`src/rtl/v44_pkg.sv`:
```
`timescale 1ns / 1ps
// ----------------------------------------------------------------------------
// v44_pkg
// Shared constants for the 4x4 matrix transform: register file layout,
// field widths and the identity matrix loaded at reset.
// ----------------------------------------------------------------------------
package v44_pkg;

  // Port field width of one vector or result element
  localparam int FIELD_W   = 32;
  // One matrix register holds two 32-bit element slots
  localparam int REG_W     = 64;
  localparam int SLOT_W    = 32;
  localparam int NUM_REGS  = 8;
  localparam int REG_SEL_W = 3;
  // Configuration index port width; indexes past the register file are dropped
  localparam int CFG_IDX_W = 8;
  localparam int VEC_LEN   = 4;

  typedef logic [NUM_REGS-1:0][REG_W-1:0] mat_regs_t;

  // Identity matrix in Q16.16, register 7 first
  localparam mat_regs_t MAT_RESET = {
    64'h0001_0000_0000_0000,  // row3_cols23
    64'h0000_0000_0000_0000,  // row3_cols01
    64'h0000_0000_0001_0000,  // row2_cols23
    64'h0000_0000_0000_0000,  // row2_cols01
    64'h0000_0000_0000_0000,  // row1_cols23
    64'h0001_0000_0000_0000,  // row1_cols01
    64'h0000_0000_0000_0000,  // row0_cols23
    64'h0000_0000_0001_0000   // row0_cols01
  };

endpackage

```
`src/rtl/v44_cfg.sv`:
```
`timescale 1ns / 1ps
// ----------------------------------------------------------------------------
// v44_cfg
// Matrix register file: eight 64-bit registers written one word at a time,
// reset to the identity matrix.
// ----------------------------------------------------------------------------
module v44_cfg (
  input  logic                          clk,
  input  logic                          rst,
  input  logic                          wr_en,
  input  logic [v44_pkg::CFG_IDX_W-1:0] wr_index,
  input  logic [v44_pkg::REG_W-1:0]     wr_data,
  output v44_pkg::mat_regs_t            mat
);
  import v44_pkg::*;

  logic in_range;

  // Drop writes past the last register
  assign in_range = (wr_index < CFG_IDX_W'(NUM_REGS));

  // Load one register per accepted word
  always_ff @(posedge clk) begin
    if (rst) begin
      mat <= MAT_RESET;
    end else if (wr_en && in_range) begin
      mat[wr_index[REG_SEL_W-1:0]] <= wr_data;
    end
  end

endmodule

```
`config.mk`:
```
export PLATFORM = sky130hd
export DESIGN_NAME = v44_cfg
export DESIGN_NICKNAME = d
export VERILOG_FILES = /design/src/rtl/v44_pkg.sv /design/src/rtl/v44_cfg.sv
export SDC_FILE = /design/constraint.sdc
export NUM_CORES = 1
export LEC_CHECK = 0
export ABC_CLOCK_PERIOD_IN_PS = 1800
export BUFFER_PORTS_ARGS = -buffer_cell sky130_fd_sc_hd__buf_2
export CAP_MARGIN = 20
export CORE_AREA = 2 2 225 227
export DETAILED_ROUTE_END_ITERATION = 12
export DIE_AREA = 0 0 227 229
export PLACE_DENSITY = 0.67
export SYNTH_ARGS = -nofsm -noshare
export SYNTH_HDL_FRONTEND = slang
export SYNTH_SLANG_ARGS = --single-unit
```
`constraint.sdc`:
```
create_clock -name clk -period 1.8 [get_ports clk]
set_input_delay 0 -clock clk [delete_from_list [all_inputs] [get_ports clk]]
set_output_delay 0 -clock clk [all_outputs]
set_load 0.01 [all_outputs]
```
Word level (Yosys, flattened, before mapping)
Cells that the tools add are included.
- order comparisons: 3
- multiplexer cells: 3
- reduce and logical (&&, ||, !) cells: 2
- operators with widths (operator ; count):
    $bwmux 512 ; 1
    $demux 64 s3 ; 1
    $mux 64 ; 1
    $lt 8x4->1 const B ; 1
    $lt 3x4->1 const B ; 1
    $ge 3x1->1 const B ; 1
    $logic_and 1x1->1 ; 2
- bits in registers: 512
- output and inout port bits: 512

Logic depth before layout (Yosys ltp)
Gate-level depths: netlist of the first run.
- depth after elaboration: 5
- gate-level depth with buffers: 7
- depth with buffers taken out: 3

Least setup slack after synthesis of the first run
No wires, ideal clock.
- kind: input port to flip-flop
- start: in wr_index[4] (netlist name)
- end: reg mat[34] (netlist name)
- setup time: 0.072 ns
- arrival time: 1.172 ns
- data required time: 1.728 ns
- path slack: 0.556 ns
- stages: 5
- buffers on the path: 2
- cell sequence: nor4_4 and4b_1 buf_6 buf_8 mux2i_1
- longest elaborated chain between the ends: 2
- ends and longest elaborated chain (element ; RTL line ; text):
    from (decl) ; v44_cfg.sv:11 ; input logic [v44_pkg::CFG_IDX_W-1:0] wr_index,
    $lt 8x4->1 ; v44_cfg.sv:20 ; assign in_range = (wr_index < CFG_IDX_W'(NUM_REGS));
    $logic_and 1x1->1 ; v44_cfg.sv:26 ; end else if (wr_en && in_range) begin
    to (signal, indexed assignment) ; v44_cfg.sv:27 ; mat[wr_index[REG_SEL_W-1:0]] <= wr_data;
    to (decl) ; v44_cfg.sv:13 ; output v44_pkg::mat_regs_t mat
Every way passes these cells.
A chain may end at the register's enable or synchronous reset.

==> flow_summary.yaml, run 1 <==
timing:
  post-route-worst-setup-slack_ns: 0.429
  finalClockSkew_ns: 0
  timing.slew.headroom_pct: 59.1
  max_slew_violation_count: 0
  setup-violations-final: 0
  min_period_over_period_pct: 76.1
  timing.final.hold_violations: 0
  rsz0062_at_grt: "false"
  setup-tns-final_ns: 0
  worst_pin_slew_ns: 0.614
  final.min_clock_period_ns: 1.37
  fin_worst_hold_slack_ns: 0.00778
  fmax_ghz: 0.730
outcome:
  status: "finished clean"
critical_path:
  worst_r2r_startpoint: "mat[252]$_SDFFE_PP0P_"
  critical_path.endpoint_type: "flop"
  cp.required_ns: 2.24
  critical_path.startpoint_type: "primary input"
  timing_worst_setup_path_type: "primary input to flop"
  timing.reg2reg.setup_slack_ns: 1.12
  rr_worst_depth: 2
  worstPathArrival_ns: 1.81
  rr_endpoint: "mat[252]$_SDFFE_PP0P_"
  crit_path_start: "rst"
  timing.critical_path.fanout_max: 63
power:
  leakagePower_nw: 14.1
  p_switching_mw: 4.99
  power.internal_mw: 18.1
  p_clk_share_pct: 46.8
  power_per_cell_area_nw_per_um2: 897
  ir_worst_vdd_v: 0.000679
  seq_power_share_pct: 49.2
  power.share.switching_pct: 21.6
  power.combinational.fraction_pct: 4.0
synth:
  synth_cells: 1803
  syn-num-nets: 1878
  synth_cell_types: 18
  synth_area_leaders: "sky130_fd_sc_hd__dfxtp_1 (51%), sky130_fd_sc_hd__mux2i_1 (25%), sky130_fd_sc_hd__nand2b_1 (18%), sky130_fd_sc_hd__buf_6 (2.3%), sky130_fd_sc_hd__buf_1 (1.2%)"
  seq_area_frac_synth_pct: 50.7
  synth_largest_type_area_fraction_pct: 50.7
  yosys_warnings: 0
  synth_seq_cells: 512
  synth.cell_area_um2: 20200
  synth_top_cell_by_area: "sky130_fd_sc_hd__dfxtp_1"
  syn_avg_cell_area_um2: 11.2
cells_and_area:
  n_antenna_cell: 0
  postLayoutCellArea_um2: 25700
  final_layout_size_suffix_gt1_share_pct: 29.7
  largest_reg_flops: 512
  finish.net_count: 2442
  largestRegisters: "mat (512)"
  regMostFlops: "mat"
  nFillCells: 4536
  area_delta_synth_final_pct: 27.3
cts:
  worst_setup_hold_path_clk_slew_ns: 0.06
  ctsHtreeMaxLevel: 2
  cts_setup_buffers: 0
  tritoncts.num_buffers: 54
  insertion_delay_ns: 0.58
  cts_tree: "yes"
  clkSinkCount: 512
  cts_max_path_buffers: 3
  root_driver: "sky130_fd_sc_hd__clkbuf_16"
placed_design:
  place_hpwl_um: 40500
  place_ws_ns: 0.260
  io_buffers: 586
  gp_routability_congestion: 0.805
  post_detailed_placement_cell_area_um2: 23400
global_routing:
  number_of_global_route_vias_before_repair: 15070
  antenna_found_initial: 0
  globalRouteOverflowTotal: 0
  grt_start_max_net_pins: 65
  grt_use_total_pct: 22.0
  first_pass_grt_wire_length_um: 88800
routing:
  routed_wirelength_um: 59300
  first_pass_iters: 4
  via_count: 14699
  final_antenna_net_count: 0
  vias_per_cell: 4.77
  post_drt_wl_per_cell_um: 19.3
  drc_violation_count_after_routing: 0
  drt_first_iter_violations: 611
hold_path:
  hold_path_end: "mat[75]$_SDFFE_PP0P_"
  timing.hold.worst.class: "primary input to flop"
  hold_start: "wr_data[11]"
  holdPathStages: 3
floorplanning:
  floorplan_die_area_um2: 52000
  die_height_um: 229
  io_count: 587
  placementRows: 82
  coreArea_um2: 49700
  initial_core_util_pct: 40.7
  die_width_um: 227
flow_run:
  timing.max_cap.violations: 0
[worst max-delay path, cell delays in order]
cell	delay [ns]
sky130_fd_sc_hd__dlygate4sd3_1	0.56
sky130_fd_sc_hd__buf_8	0.30
sky130_fd_sc_hd__buf_12	0.29
sky130_fd_sc_hd__nand2b_1	0.44
sky130_fd_sc_hd__mux2i_1	0.16
[power by group through the flow]
| stage | logic, mW | clock network [mW] | registers [mW] |
|---|---|---|---|
| global placement | 0.815 | 0 | 11.6 |
| CTS | 0.933 | 11.1 | 11.4 |
| global route | 0.993 | 11.5 | 11.3 |
| detailed placement | 0.828 | 0 | 11.6 |
| finish | 0.929 | 10.8 | 11.4 |
| floorplan | 0.529 | 0 | 11.6 |
[repair_timing]
item | 4_1_cts | 5_1_grt
gates resized for setup | 0 | 0
hold buffers | 62 | 0
endpoints found under the hold margin | 479 | 0
[routing by layer]
layer,vias to the layer above,wire (um),track usage (%)
met5,-,0,0
met4,0,2290,8.42
met3,135,4230,6.21
met2,469,28300,37.6
met1,7096,24400,26.2
li1,6999,-,-
[logic make-up (layout without fill, tap and decap cells)]
group,count (synthesis),count (layout),synth area share (%)
simple gates,594,594,18.4
mux,512,512,25.3
flops,512,512,50.7
buf+inv,185,789,5.50
[worst max-delay path by stage]
stage,end,cells past startpoint
floorplan,mat[34]$_SDFFE_PP0P_,5
global placement,mat[151]$_SDFFE_PP0P_,6
detailed placement,mat[336]$_SDFFE_PP1P_,6
CTS,mat[215]$_SDFFE_PP0P_,5
global route,mat[63]$_SDFFE_PP0P_,5
finish,mat[215]$_SDFFE_PP0P_,5
[through the flow]
step,std cells,total power [mW],util (%)
6_report,3079,23.1,51.8
5_1_grt,3079,23.8,51.8
4_1_cts,3079,23.3,51.8
3_5_place_dp,2921,12.4,47.1
3_3_place_gp,2921,12.4,47.1
2_1_floorplan,1803,12.1,-
[placed cells by master (no fill, tap or decap), drive strengths merged]
| master | instances |
|---|---|
| nand2b | 572 |
| and2 | 1 |
| nand4b | 4 |
| clkinv | 10 |
| nor4 | 1 |
| inv | 1 |
| mux2i | 512 |
| nor2b | 3 |
| dlygate4sd3 | 62 |
| dfxtp | 512 |
| buf | 631 |
| nor2 | 7 |
| clkbuf | 85 |
| and4b | 1 |
| and4 | 1 |
| nand4 | 4 |
[cell type report]
class                   instances  area, um^2  area share [%]
flip-flops and latches        512       10200            39.8
repair buffers                693        4060            15.8
clock buffers                  85        1660            6.45
clock inverters                11        70.1           0.272
multi-input cells            1106        8860            34.4
well taps                     672         841            3.27
[cell usage after synthesis (all sizes together)]
master and instances:
buf 124, nor2 7, nand2b 572, and2 1, nand4b 4, and4 1
dfxtp 512, clkbuf 61, nor2b 3, mux2i 512, nor4 1, nand4 4
and4b 1
Power figures use the tool's default switching activity.
==> run 2: changes to the inputs <==
Settings changed: ABC_CLOCK_PERIOD_IN_PS 1800 to 1400.
Clock period 1.8 ns to 1.4 ns, I/O delays scaled along.
==> run 2 against run 1 <==
Net effect:
- count of clock-buffer cells in the layout fell by 11
- die area did not move
- non-clock buffer count rose by 29
- worst setup slack got worse by 0.35 ns
- final cell count rose by 0.78%
- critical path depth did not move
- hold slack improved by 0.010 ns
- sequential share of layout area fell by 0.42 points
- via count rose by 0.54%
- largest cell class unchanged
- largest power group unchanged
- highest routed layer is now met5
==> flow_summary.yaml, run 2 (synthesis results as in run 1) <==
hold_path:
  hold_start: "wr_data[29]"
  timing.hold.worst.class: "primary input to flop"
placed_design:
  io_buffers: 586
  place_hpwl_um: 40800
  gp_routability_congestion: 0.824
floorplanning:
  io_count: 587
  floorplan_die_area_um2: 52000
  die_height_um: 229
  coreArea_um2: 49700
  initial_core_util_pct: 40.7
  die_width_um: 227
  placementRows: 82
critical_path:
  worst_r2r_startpoint: "mat[0]$_SDFFE_PP0P_"
  critical_path.endpoint_type: "flop"
  timing_worst_setup_path_type: "primary input to flop"
  crit_path_start: "rst"
  critical_path.startpoint_type: "primary input"
  cp.required_ns: 1.83
  worstPathArrival_ns: 1.75
  timing.critical_path.fanout_max: 56
cts:
  cts_max_path_buffers: 3
  worst_setup_hold_path_clk_slew_ns: 0.06
  root_driver: "sky130_fd_sc_hd__clkbuf_16"
  ctsHtreeMaxLevel: 2
  tritoncts.num_buffers: 53
  insertion_delay_ns: 0.58
  clkSinkCount: 512
  cts_tree: "yes"
global_routing:
  number_of_global_route_vias_before_repair: 15314
  grt_use_total_pct: 22.1
  antenna_found_initial: 1
  first_pass_grt_wire_length_um: 89300
  grt_start_max_net_pins: 66
  globalRouteOverflowTotal: 0
timing:
  final.min_clock_period_ns: 1.32
  min_period_over_period_pct: 94.0
  setup-violations-final: 0
  finalClockSkew_ns: 0
  rsz0062_at_grt: "false"
  setup-tns-final_ns: 0
  timing.final.hold_violations: 0
  max_slew_violation_count: 0
  worst_pin_slew_ns: 0.591
  timing.slew.headroom_pct: 60.6
  fmax_ghz: 0.760
power:
  ir_worst_vdd_v: 0.000863
  leakagePower_nw: 14.2
  power.share.switching_pct: 21.6
  power.internal_mw: 23.1
  p_switching_mw: 6.36
  p_clk_share_pct: 46.2
  power_per_cell_area_nw_per_um2: 1130
  seq_power_share_pct: 49.5
  power.combinational.fraction_pct: 4.3
cells_and_area:
  area_delta_synth_final_pct: 28.7
  finish.net_count: 2470
  final-seq-area_um2: 10200
  nFillCells: 4520
  multiInputGateArea_um2: 8860
  largestRegisters: "mat (512)"
  largest_reg_flops: 512
  most_common_library_cell_in_the_layout_ignoring_fill_and_taps: "sky130_fd_sc_hd__buf_2"
  n_antenna_cell: 0
  layout_common_cells: "sky130_fd_sc_hd__buf_2 (585), sky130_fd_sc_hd__nand2b_1 (572), sky130_fd_sc_hd__mux2i_1 (512), sky130_fd_sc_hd__dfxtp_1 (512), sky130_fd_sc_hd__dlygate4sd3_1 (63)"
  final_util_pct: 52.4
  regMostFlops: "mat"
  final_layout_size_suffix_gt1_share_pct: 30.6
routing:
  routed_wirelength_um: 59700
  final_antenna_net_count: 0
  via_count: 14779
  post_drt_wl_per_cell_um: 19.2
  first_pass_iters: 5
  drc_violation_count_after_routing: 0
  drt_first_iter_violations: 566
  vias_per_cell: 4.76
outcome:
  status: "finished clean"
flow_run:
  timing.max_cap.violations: 0
-- run 2: cell count changes in the layout (fill, tap and decap cells not counted) --
cell,previous run,this run
sky130_fd_sc_hd__buf_4,32,51
sky130_fd_sc_hd__buf_12,13,22
sky130_fd_sc_hd__clkbuf_1,15,9
sky130_fd_sc_hd__clkbuf_16,57,53
sky130_fd_sc_hd__clkinv_2,7,10
sky130_fd_sc_hd__clkinvlp_4,0,3
sky130_fd_sc_hd__bufinv_16,0,2
sky130_fd_sc_hd__clkinv_4,3,1
sky130_fd_sc_hd__clkbuf_8,13,12
sky130_fd_sc_hd__dlygate4sd3_1,62,63
-- run 2: path summary, 6_finish.rpt --
kind,end,slack (ns),cells after the start
worst max-delay path,mat[221]$_SDFFE_PP0P_,0.08,5
worst min-delay path,mat[477]$_SDFFE_PP0P_,0.02,3
worst max register to register,mat[0]$_SDFFE_PP0P_,0.72,2
worst min register to register,mat[312]$_SDFFE_PP0P_,0.47,2
-- run 2: power by group through the flow --
stage	logic, mW	registers, mW	clock network (mW)
detailed placement	1.12	14.9	0
CTS	1.26	14.6	13.9
finish	1.26	14.6	13.6
floorplan	0.680	14.9	0
global route	1.34	14.6	14.5
global placement	1.11	14.9	0
-- run 2: cell type report --
type	instances	area share (%)
tap	672	3.23
multi-input combinational	1106	34.0
sequential	512	39.4
timing repair buffer	722	16.9
clock buffer	74	5.86
clock inverter	17	0.577
-- run 2: repair_timing --
item | CTS | global route
hold buffers | 63 | 0
gates resized for setup | 0 | 0
endpoints found under the setup margin | 0 | 0
endpoints found under the hold margin | 481 | 0
setup buffers | 0 | 0
-- run 2: metal layers --
layer / part of all wire, % / GRT usage [%] / wire length, um
met5: 0.018 / 0 / 11
met4: 3.5 / 8.05 / 2090
met3: 7.7 / 6.81 / 4620
met2: 48 / 37.5 / 28400
met1: 41 / 26.1 / 24600
-- run 2: critical path, cell delays in order --
cell                            delay [ns]
sky130_fd_sc_hd__dlygate4sd3_1        0.58
sky130_fd_sc_hd__buf_8                0.29
sky130_fd_sc_hd__buf_12               0.27
sky130_fd_sc_hd__nand2b_1             0.44
sky130_fd_sc_hd__mux2i_1              0.14
-- run 2: per-stage QoR --
stage / total power [mW] / std cells / worst slack (ns) / instance area (um^2) / hold WS [ns]
final: 29.5 / 3103 / 0.0843 / 26000 / 0.0182
after global routing: 30.4 / 3103 / 0.0185 / 26000 / 0.00400
after CTS: 29.8 / 3103 / 0.0707 / 26000 / 0.0119
after detailed placement: 16.0 / 2949 / -0.129 / 23700 / 0.301
after global placement: 16.0 / 2949 / -0.0801 / 23700 / 0.285
after floorplan: 15.6 / 1803 / 0.156 / 20200 / 0.171
